**src/cfa_pkg.sv**
```systemverilog
// Package for the contiguous fit allocator: constants, codes and state type.
`timescale 1ns / 1ps
package cfa_pkg;
   localparam int MaxSegments = 16;
   localparam int AddrBits    = 21;
   localparam int OwnerBits   = 8;
   localparam logic [20:0] MemorySizeReset = 21'h100000;

   typedef enum logic [1:0] {
      OP_REQUEST = 2'd0,
      OP_RELEASE = 2'd1,
      OP_COMPACT = 2'd2,
      OP_REPORT  = 2'd3
   } op_type;

   typedef enum logic [1:0] {
      FIT_FIRST = 2'd0,
      FIT_BEST  = 2'd1,
      FIT_WORST = 2'd2,
      FIT_OTHER = 2'd3
   } fit_type;

   typedef enum logic [1:0] {
      ST_OK      = 2'd0,
      ST_NO_HOLE = 2'd1,
      ST_FULL    = 2'd2,
      ST_ABSENT  = 2'd3
   } status_type;

   typedef enum logic [3:0] {
      S_IDLE,
      S_SCAN_RD,
      S_SCAN,
      S_SHIFT_UP,
      S_INSERT,
      S_SHIFT_DOWN,
      S_COMPACT,
      S_REPORT,
      S_OUT
   } state_type;
endpackage

```
**src/contiguous_fit_allocator.sv**
```systemverilog
// Top level of the contiguous fit allocator with its segment table and sequencer.
`timescale 1ns / 1ps
// Usage: one input item per transfer on req_ (tdata: operation, strategy,
// process_id, request_size from the low bit up). Results leave on rsp_
// (tdata: status, region_start, region_end, region_owner, region_used;
// tlast marks the final result of an item). csr_ writes memory_size.
// The block takes one item at a time; req_tready is high only in the idle
// state between items. One shared compare and subtract unit visits the
// table entries in turn. A request scans, then moves each later entry up
// one slot; a release scans, then moves each later entry down one slot; a
// compact packs the entries from address zero; a report walks the entries,
// plus a trailing unused region.
// A result is held on rsp_ until taken; a stalled receiver stalls the
// walk. Reset empties the table (count to zero) and sets memory_size to
// 21'h100000; no clearing pass is needed.
module contiguous_fit_allocator #(
   parameter int MAX_SEGMENTS = cfa_pkg::MaxSegments
) (
   input  logic clock,
   input  logic reset,
   input  logic req_tvalid,
   output logic req_tready,
   // operation[1:0], strategy[3:2], process_id[11:4], request_size[32:12]
   input  logic [39:0] req_tdata,
   output logic rsp_tvalid,
   input  logic rsp_tready,
   // status[1:0], region_start[22:2], region_end[43:23], region_owner[51:44],
   // region_used[52]
   output logic [55:0] rsp_tdata,
   output logic rsp_tlast,
   input  logic csr_we,
   input  logic [20:0] csr_wdata
);
   localparam int IB = $clog2(MAX_SEGMENTS);
   localparam int CB = $clog2(MAX_SEGMENTS + 1);
   localparam int AW = cfa_pkg::AddrBits;
   localparam int OW = cfa_pkg::OwnerBits;
   localparam logic [CB-1:0] MaxCount = CB'(MAX_SEGMENTS);

   logic [AW-1:0] seg_start_mem [MAX_SEGMENTS];
   logic [AW-1:0] seg_end_mem   [MAX_SEGMENTS];
   logic [OW-1:0] seg_owner_mem [MAX_SEGMENTS];

   cfa_pkg::state_type state_ff, state_in;
   logic [CB-1:0] count_ff, count_in;
   logic [AW-1:0] mem_size_ff;
   logic [CB-1:0] idx_ff, idx_in;
   cfa_pkg::op_type op_ff, op_in;
   cfa_pkg::fit_type fit_ff, fit_in;
   logic [OW-1:0] pid_ff, pid_in;
   logic [AW-1:0] size_ff, size_in;
   logic found_ff, found_in;
   logic [CB-1:0] pos_ff, pos_in;
   logic [AW-1:0] best_ff, best_in;
   logic [AW-1:0] at_ff, at_in;
   logic gap_ff, gap_in;

   // read port registers
   logic [AW-1:0] rd_s_ff, rd_e_ff, rd_ns_ff;
   logic [OW-1:0] rd_o_ff;
   logic [IB-1:0] ra_ff, ra_in;

   logic [1:0] o_st_ff, o_st_in;
   logic [AW-1:0] o_s_ff, o_s_in, o_e_ff, o_e_in;
   logic [OW-1:0] o_o_ff, o_o_in;
   logic o_u_ff, o_u_in, o_l_ff, o_l_in;

   logic we;
   logic [IB-1:0] wa;
   logic [AW-1:0] ws, wend;
   logic [OW-1:0] wo;

   always_ff @(posedge clock) begin
      if (we) begin
         seg_start_mem[wa] <= ws;
         seg_end_mem[wa]   <= wend;
         seg_owner_mem[wa] <= wo;
      end
      rd_s_ff  <= seg_start_mem[ra_ff];
      rd_e_ff  <= seg_end_mem[ra_ff];
      rd_o_ff  <= seg_owner_mem[ra_ff];
      rd_ns_ff <= seg_start_mem[IB'(ra_ff + IB'(1))];
      ra_ff <= ra_in;
   end

   always_ff @(posedge clock) begin
      if (reset) begin
         state_ff <= cfa_pkg::S_IDLE;
         count_ff <= '0;
         mem_size_ff <= AW'(cfa_pkg::MemorySizeReset);
      end else begin
         state_ff <= state_in;
         count_ff <= count_in;
         if (csr_we) mem_size_ff <= AW'(csr_wdata);
      end
      idx_ff <= idx_in; op_ff <= op_in; fit_ff <= fit_in; pid_ff <= pid_in;
      size_ff <= size_in; found_ff <= found_in; pos_ff <= pos_in;
      best_ff <= best_in; at_ff <= at_in; gap_ff <= gap_in;
      o_st_ff <= o_st_in; o_s_ff <= o_s_in; o_e_ff <= o_e_in;
      o_o_ff <= o_o_in; o_u_ff <= o_u_in; o_l_ff <= o_l_in;
   end

   logic last_ent;
   logic [AW-1:0] lim, hole;
   logic better;

   always_comb begin
      state_in = state_ff; count_in = count_ff; idx_in = idx_ff;
      op_in = op_ff; fit_in = fit_ff; pid_in = pid_ff; size_in = size_ff;
      found_in = found_ff; pos_in = pos_ff; best_in = best_ff; at_in = at_ff;
      gap_in = gap_ff;
      o_st_in = o_st_ff; o_s_in = o_s_ff; o_e_in = o_e_ff; o_o_in = o_o_ff;
      o_u_in = o_u_ff; o_l_in = o_l_ff;
      ra_in = ra_ff;
      we = 1'b0; wa = ra_ff; ws = rd_s_ff; wend = rd_e_ff; wo = rd_o_ff;
      req_tready = 1'b0; rsp_tvalid = 1'b0;
      last_ent = (idx_ff + CB'(1) == count_ff);
      lim = last_ent ? mem_size_ff : rd_ns_ff;
      hole = (lim > rd_e_ff) ? lim - rd_e_ff : '0;
      better = 1'b0;
      unique case (state_ff)
         cfa_pkg::S_IDLE: begin
            req_tready = 1'b1;
            if (req_tvalid) begin
               op_in = cfa_pkg::op_type'(req_tdata[1:0]);
               fit_in = cfa_pkg::fit_type'(req_tdata[3:2]);
               pid_in = OW'(req_tdata[11:4]);
               size_in = AW'(req_tdata[32:12]);
               idx_in = '0; ra_in = '0; at_in = '0; gap_in = 1'b1;
               o_st_in = cfa_pkg::ST_OK; o_s_in = '0; o_e_in = '0;
               o_o_in = '0; o_u_in = 1'b0; o_l_in = 1'b1;
               state_in = cfa_pkg::S_SCAN_RD;
               if (cfa_pkg::op_type'(req_tdata[1:0]) == cfa_pkg::OP_REQUEST &&
                   count_ff >= MaxCount) begin
                  o_st_in = cfa_pkg::ST_FULL; state_in = cfa_pkg::S_OUT;
               end
            end
         end
         cfa_pkg::S_SCAN_RD: begin
            // wait for the registered read at ra_ff
            unique case (op_ff)
               cfa_pkg::OP_COMPACT: state_in = cfa_pkg::S_COMPACT;
               cfa_pkg::OP_REPORT:  state_in = cfa_pkg::S_REPORT;
               default:             state_in = cfa_pkg::S_SCAN;
            endcase
            if (count_ff == '0) begin
               unique case (op_ff)
                  cfa_pkg::OP_REQUEST: begin
                     if (mem_size_ff > size_ff) begin
                        pos_in = '0; found_in = 1'b1; o_s_in = '0;
                        state_in = cfa_pkg::S_INSERT;
                     end else begin
                        o_st_in = cfa_pkg::ST_NO_HOLE; state_in = cfa_pkg::S_OUT;
                     end
                  end
                  cfa_pkg::OP_RELEASE: begin
                     o_st_in = cfa_pkg::ST_ABSENT; state_in = cfa_pkg::S_OUT;
                  end
                  cfa_pkg::OP_COMPACT: state_in = cfa_pkg::S_OUT;
                  default: begin
                     o_e_in = mem_size_ff; state_in = cfa_pkg::S_OUT;
                  end
               endcase
            end
         end
         cfa_pkg::S_SCAN: begin
            if (op_ff == cfa_pkg::OP_RELEASE) begin
               if (rd_o_ff == pid_ff) begin
                  o_s_in = rd_s_ff; o_e_in = rd_e_ff; o_o_in = pid_ff;
                  pos_in = idx_ff;
                  if (last_ent) begin
                     count_in = count_ff - CB'(1); state_in = cfa_pkg::S_OUT;
                  end else begin
                     ra_in = IB'(idx_ff + CB'(1)); state_in = cfa_pkg::S_SHIFT_DOWN;
                  end
               end else if (last_ent) begin
                  o_st_in = cfa_pkg::ST_ABSENT; state_in = cfa_pkg::S_OUT;
               end else begin
                  idx_in = idx_ff + CB'(1); ra_in = IB'(idx_ff + CB'(1));
                  state_in = cfa_pkg::S_SCAN_RD;
               end
            end else begin
               if (idx_ff == '0) begin
                  found_in = rd_s_ff > size_ff; pos_in = '0; o_s_in = '0;
                  best_in = rd_s_ff;
               end
               if (idx_ff == '0 && rd_s_ff > size_ff &&
                   (fit_ff == cfa_pkg::FIT_FIRST || fit_ff == cfa_pkg::FIT_OTHER)) begin
                  state_in = cfa_pkg::S_INSERT; // front hole fits
               end else begin
                  if (hole > size_ff) begin
                     unique case (fit_ff)
                        cfa_pkg::FIT_BEST:
                           better = !((idx_ff == '0) ? rd_s_ff > size_ff : found_ff) ||
                                    hole < ((idx_ff == '0) ? rd_s_ff : best_ff);
                        cfa_pkg::FIT_WORST:
                           better = hole > ((idx_ff == '0) ? rd_s_ff : best_ff);
                        default: better = 1'b1;
                     endcase
                  end
                  if (better) begin
                     found_in = 1'b1; best_in = hole; pos_in = idx_ff + CB'(1);
                     o_s_in = rd_e_ff;
                  end
                  if (better && (fit_ff == cfa_pkg::FIT_FIRST ||
                                 fit_ff == cfa_pkg::FIT_OTHER)) begin
                     found_in = 1'b1; state_in = cfa_pkg::S_INSERT;
                  end else if (last_ent) begin
                     if (better || ((idx_ff == '0) ? rd_s_ff > size_ff : found_ff))
                        state_in = cfa_pkg::S_INSERT;
                     else begin
                        o_st_in = cfa_pkg::ST_NO_HOLE; state_in = cfa_pkg::S_OUT;
                     end
                  end else begin
                     idx_in = idx_ff + CB'(1); ra_in = IB'(idx_ff + CB'(1));
                     state_in = cfa_pkg::S_SCAN_RD;
                  end
               end
               if (state_in == cfa_pkg::S_INSERT) begin
                  idx_in = count_ff; ra_in = IB'(count_ff - CB'(1));
               end
            end
         end
         cfa_pkg::S_INSERT: begin
            // idx_ff walks down from count to pos; rd_* holds entry idx-1
            if (idx_ff == pos_ff) begin
               we = 1'b1; wa = IB'(pos_ff); ws = o_s_in;
               wend = AW'(o_s_ff + size_ff); wo = pid_ff;
               o_e_in = AW'(o_s_ff + size_ff); o_o_in = pid_ff; o_u_in = 1'b1;
               count_in = count_ff + CB'(1); state_in = cfa_pkg::S_OUT;
            end else begin
               state_in = cfa_pkg::S_SHIFT_UP;
            end
         end
         cfa_pkg::S_SHIFT_UP: begin
            we = 1'b1; wa = IB'(idx_ff);
            idx_in = idx_ff - CB'(1); ra_in = IB'(idx_ff - CB'(2));
            state_in = cfa_pkg::S_INSERT;
         end
         cfa_pkg::S_SHIFT_DOWN: begin
            // rd_* now holds entry pos+1 after its registered read
            if (!gap_ff) begin
               we = 1'b1; wa = IB'(pos_ff);
               if (pos_ff + CB'(2) == count_ff) begin
                  count_in = count_ff - CB'(1); state_in = cfa_pkg::S_OUT;
               end else begin
                  pos_in = pos_ff + CB'(1); ra_in = IB'(pos_ff + CB'(2));
               end
            end
            gap_in = !gap_ff;
         end
         cfa_pkg::S_COMPACT: begin
            we = 1'b1; wa = IB'(idx_ff); ws = at_ff;
            wend = AW'(at_ff + (rd_e_ff - rd_s_ff));
            at_in = wend; wo = rd_o_ff;
            if (last_ent) begin
               o_e_in = wend; state_in = cfa_pkg::S_OUT;
            end else begin
               idx_in = idx_ff + CB'(1); ra_in = IB'(idx_ff + CB'(1));
               state_in = cfa_pkg::S_SCAN_RD;
            end
         end
         cfa_pkg::S_REPORT: begin
            // at_ff: end of previous region; gap_ff: hole before entry pending
            rsp_tvalid = 1'b1; o_l_in = 1'b0;
            if (rsp_tready) begin
               if (gap_ff) gap_in = 1'b0;
               else begin
                  gap_in = 1'b1; at_in = rd_e_ff;
                  if (last_ent) state_in = (mem_size_ff > rd_e_ff) ?
                     cfa_pkg::S_OUT : cfa_pkg::S_IDLE;
                  else begin
                     idx_in = idx_ff + CB'(1); ra_in = IB'(idx_ff + CB'(1));
                     state_in = cfa_pkg::S_SCAN_RD;
                  end
               end
            end
            if (gap_ff && !(rd_s_ff > at_ff)) begin
               rsp_tvalid = 1'b0; gap_in = 1'b0;
            end
            if (state_in == cfa_pkg::S_OUT) begin
               o_st_in = cfa_pkg::ST_OK; o_s_in = rd_e_ff; o_e_in = mem_size_ff;
               o_o_in = '0; o_u_in = 1'b0; o_l_in = 1'b1;
            end
         end
         cfa_pkg::S_OUT: begin
            rsp_tvalid = 1'b1;
            if (rsp_tready) state_in = cfa_pkg::S_IDLE;
         end
         default: state_in = cfa_pkg::S_IDLE;
      endcase
   end

   logic rep;
   logic rep_last;
   assign rep = (state_ff == cfa_pkg::S_REPORT);
   assign rep_last = !gap_ff && last_ent && !(mem_size_ff > rd_e_ff);

   always_comb begin
      rsp_tdata = '0;
      rsp_tlast = o_l_ff;
      if (rep) begin
         rsp_tlast = rep_last;
         if (gap_ff) begin
            rsp_tdata[22:2]  = 21'(at_ff);
            rsp_tdata[43:23] = 21'(rd_s_ff);
         end else begin
            rsp_tdata[22:2]  = 21'(rd_s_ff);
            rsp_tdata[43:23] = 21'(rd_e_ff);
            rsp_tdata[44 +: OW] = rd_o_ff;
            rsp_tdata[52] = 1'b1;
         end
      end else begin
         rsp_tdata[1:0]   = o_st_ff;
         rsp_tdata[22:2]  = 21'(o_s_ff);
         rsp_tdata[43:23] = 21'(o_e_ff);
         rsp_tdata[44 +: OW] = o_o_ff;
         rsp_tdata[52] = o_u_ff;
      end
   end
endmodule
```
**config.mk**
```make
export PLATFORM = sky130hd
export DESIGN_NAME = contiguous_fit_allocator
export DESIGN_NICKNAME = d
export VERILOG_FILES = /design/src/cfa_pkg.sv /design/src/contiguous_fit_allocator.sv
export SDC_FILE = /design/constraint.sdc
export NUM_CORES = 2
export LEC_CHECK = 0
export ABC_CLOCK_PERIOD_IN_PS = 7700
export BUFFER_PORTS_ARGS = -buffer_cell sky130_fd_sc_hd__buf_2
export CAP_MARGIN = 0
export CORE_UTILIZATION = 44
export DETAILED_ROUTE_END_ITERATION = 16
export MAX_ROUTING_LAYER = met4
export PLACE_DENSITY_LB_ADDON = 0.15
export SYNTH_ARGS = -nofsm -noshare
export SYNTH_HDL_FRONTEND = slang
export SYNTH_SLANG_ARGS = --single-unit
export TNS_END_PERCENT = 1
```
**constraint.sdc**
```tcl
create_clock -name clock -period 7.7 [get_ports clock]
set_input_delay 0.77 -clock clock [delete_from_list [all_inputs] [get_ports clock]]
set_output_delay 0.77 -clock clock [all_outputs]
set_load 0.01 [all_outputs]
```
==> results.cfg <==
[run_status]
status = completed

[sta]
max_freq_mhz = 137
slew_violations = 0
slew-limit-headroom_pct = 11.3
fin_setup_tns_ns = 0
worst_slew_pin_slew_ns = 1.33
finalSetupViolations = 0
hold_viol_final = 0
skew_ns = 0.0640
rsz0062_at_grt = false
setup_ws_ns = 0.401
fin_crit_sh_pct = 94.8
period_needed_ns = 7.30

[clocking]
cts.clk_slew.worst_paths_ns = 0.07
clock_latency_ns = 0.74
postCtsHoldBufs = 0
cts-root-buf = clkbuf_16
clock-sinks = 1046
cts_tree = done
numCtsBuffers = 112
cts.path.max_buffers = 3
ctsHtreeMaxLevel = 3

[synth]
ys_seq_area_share_pct = 58.5
synth.ff_latch_count = 1046
yosys_warnings = 0
ys_top_cells_by_count = edfxtp_1 (945), nand2_1 (272), mux4_2 (265)
synth_flop_cell = edfxtp_1
yosysTopAreaCell = edfxtp_1
yosysMostFrequentCell = edfxtp_1
synth.area.top_cells = edfxtp_1 (55%), mux4_2 (11%), ha_1 (4.8%), dfxtp_1 (3.9%), mux2i_1 (3.9%)
netlist-cell-type-count = 68
synth_edf_count = 945
async_flop_share_pct = 0
syn_area_sq_um = 51900
yosysTopAreaCellShare_pct = 54.6
syn_inst = 3610
syn_area_per_cell_sq_um = 14.4

[die]
core_sq_um = 117000
chipWidth_um = 346
io_pins = 125
die_area_sq_um = 119000
initial_core_util_pct = 44.5
rows = 125
die_h_um = 346

[global_routing]
antenna_found_initial = 10
grt_first_pass_wirelength_mm = 226
grt_pass1_vias = 32400
grt_max_degree = 125
grt_usage_pct = 26.6
grt.overflow.total = 0

[detailed_routing]
route.vias.total = 33100
wl_mm = 155
drt-initial-drc-count = 3597
wire_per_inst_um = 28.8
ant_nets = 0
highest_layer = met4
wl_met2_mm = 71.9
route.detailed.drc = 0
first_pass_iters = 6
met1_length_mm = 69.4
dr_wl_met3_mm = 10.1
via_per_inst = 6.14

[setup_path]
crit_type = register to register
required_ns = 8.35
cp.arrival_ns = 7.95
crit_fanout = 29
critPathLaunchType = register
endpoint_kind = register

[job]
cap_violations = 0

[placed_design]
placed_cell_area_sq_um = 54800
place_ws_ns = 0.351
gp_congestion = 0.973
dp_hpwl_mm = 101
port_buffers = 114

[cells_and_area]
fin_nets = 4052
final_layout_size_suffix_gt1_share_pct = 20.3
area_delta_synth_final_pct = 12.9
top_regs = seg_end_mem x336, seg_start_mem x336, seg_owner_mem x128
nFillCells = 9898
fin_area_sq_um = 58600

[power]
ir_worst_vdd_mv = 0.244
power_density_nw_per_um2 = 417
power_uw = 24400
leakage_uw = 0.0213

[min_path]
hold_class = input port to register
==> power breakdown <==
part	total (uW)	internal [uW]	switching, uW
logic	10700	4260	6420
clock network	5510	3220	2290
registers	8250	7490	761
total	24400	15000	9470
==> metrics by stage <==
stage	util, %	hold slack, ns	cells
2_1_floorplan	-	0.484	3612
3_3_place_gp	47.0	0.590	5170
3_5_place_dp	47.0	0.593	5170
4_1_cts	50.2	0.159	5383
5_1_grt	50.3	0.181	5391
6_report	50.3	0.206	5392
==> cell families after synthesis <==
group                      synth area share, %
DFF                                       58.5
AOI/OAI and AO/OA                         8.96
and+or+nand+nor                           5.52
muxes                                     17.0
buffers and inverters                     2.63
adders and majority gates                 5.69
xor gates and xnor gates                  1.64
other                                  0.00722
==> critical path, cell delays in order (launching register included) <==
cell and delay, ns:
edfxtp_1 0.44, ha_1 0.28, xor2_1 0.30, nor2_1 0.12
o2111ai_4 0.35, buf_4 0.32, mux2_2 0.37, ha_1 0.38
nand3_1 0.15, nor2_1 0.33, nand4_1 0.14, or4_1 0.46
o21a_1 0.22, nand3_1 0.20, inv_1 0.09, ha_1 0.29
and4_1 0.21, nand2_1 0.11, or4_1 0.59, o31a_1 0.37
a21o_1 0.19, o31a_1 0.31, buf_6 0.21, or4_1 0.46
a311oi_1 0.26
==> per-layer routing <==
layer  GRT usage [%]  vias to the layer above
li1                -                    14600
met1            37.5                    17100
met2            40.4                     1213
met3            3.65                      200
met4            7.70                        0
met5               -                        -
==> cell usage in the layout (no fill, tap or decap), types with 113 or more instances in the layout <==
master,netlist,routed
inv_1,161,160
buf_2,7,114
nor2_1,140,119
ha_1,201,200
a22oi_1,122,122
o21ai_0,206,206
mux2i_1,202,202
a21oi_1,130,128
edfxtp_1,945,945
nand2_1,272,271
clkbuf_16,0,113
mux4_2,265,265
buf_4,3,115
==> final timing paths <==
kind             startpoint        endpoint  slack [ns]  depth (start not counted)
max               idx_ff[0]     state_ff[3]        0.40                         24
min           req_tdata[18]      size_ff[6]        0.21                          1
max reg2reg       idx_ff[0]     state_ff[3]        0.40                         24
min reg2reg  mem_size_ff[0]  mem_size_ff[0]        0.60                          2
==> timing repair <==
action	CTS	global route
hold endpoints to repair	0	0
gates resized for setup	0	4
setup buffers	0	3
endpoints found under the setup margin	0	35
==> cell type report <==
cell class	instances	area [sq um]	area share [%]
flip-flops and latches	1046	30400	51.8
multi-input cells	2207	20400	34.9
clock buffers	153	3060	5.21
well taps	1524	1910	3.25
repair buffers	233	1510	2.57
clock inverters	60	703	1.20
inverters	163	612	1.04
diodes	6	15.0	0.0256
Note: power is estimated with default switching activity, not from simulation.
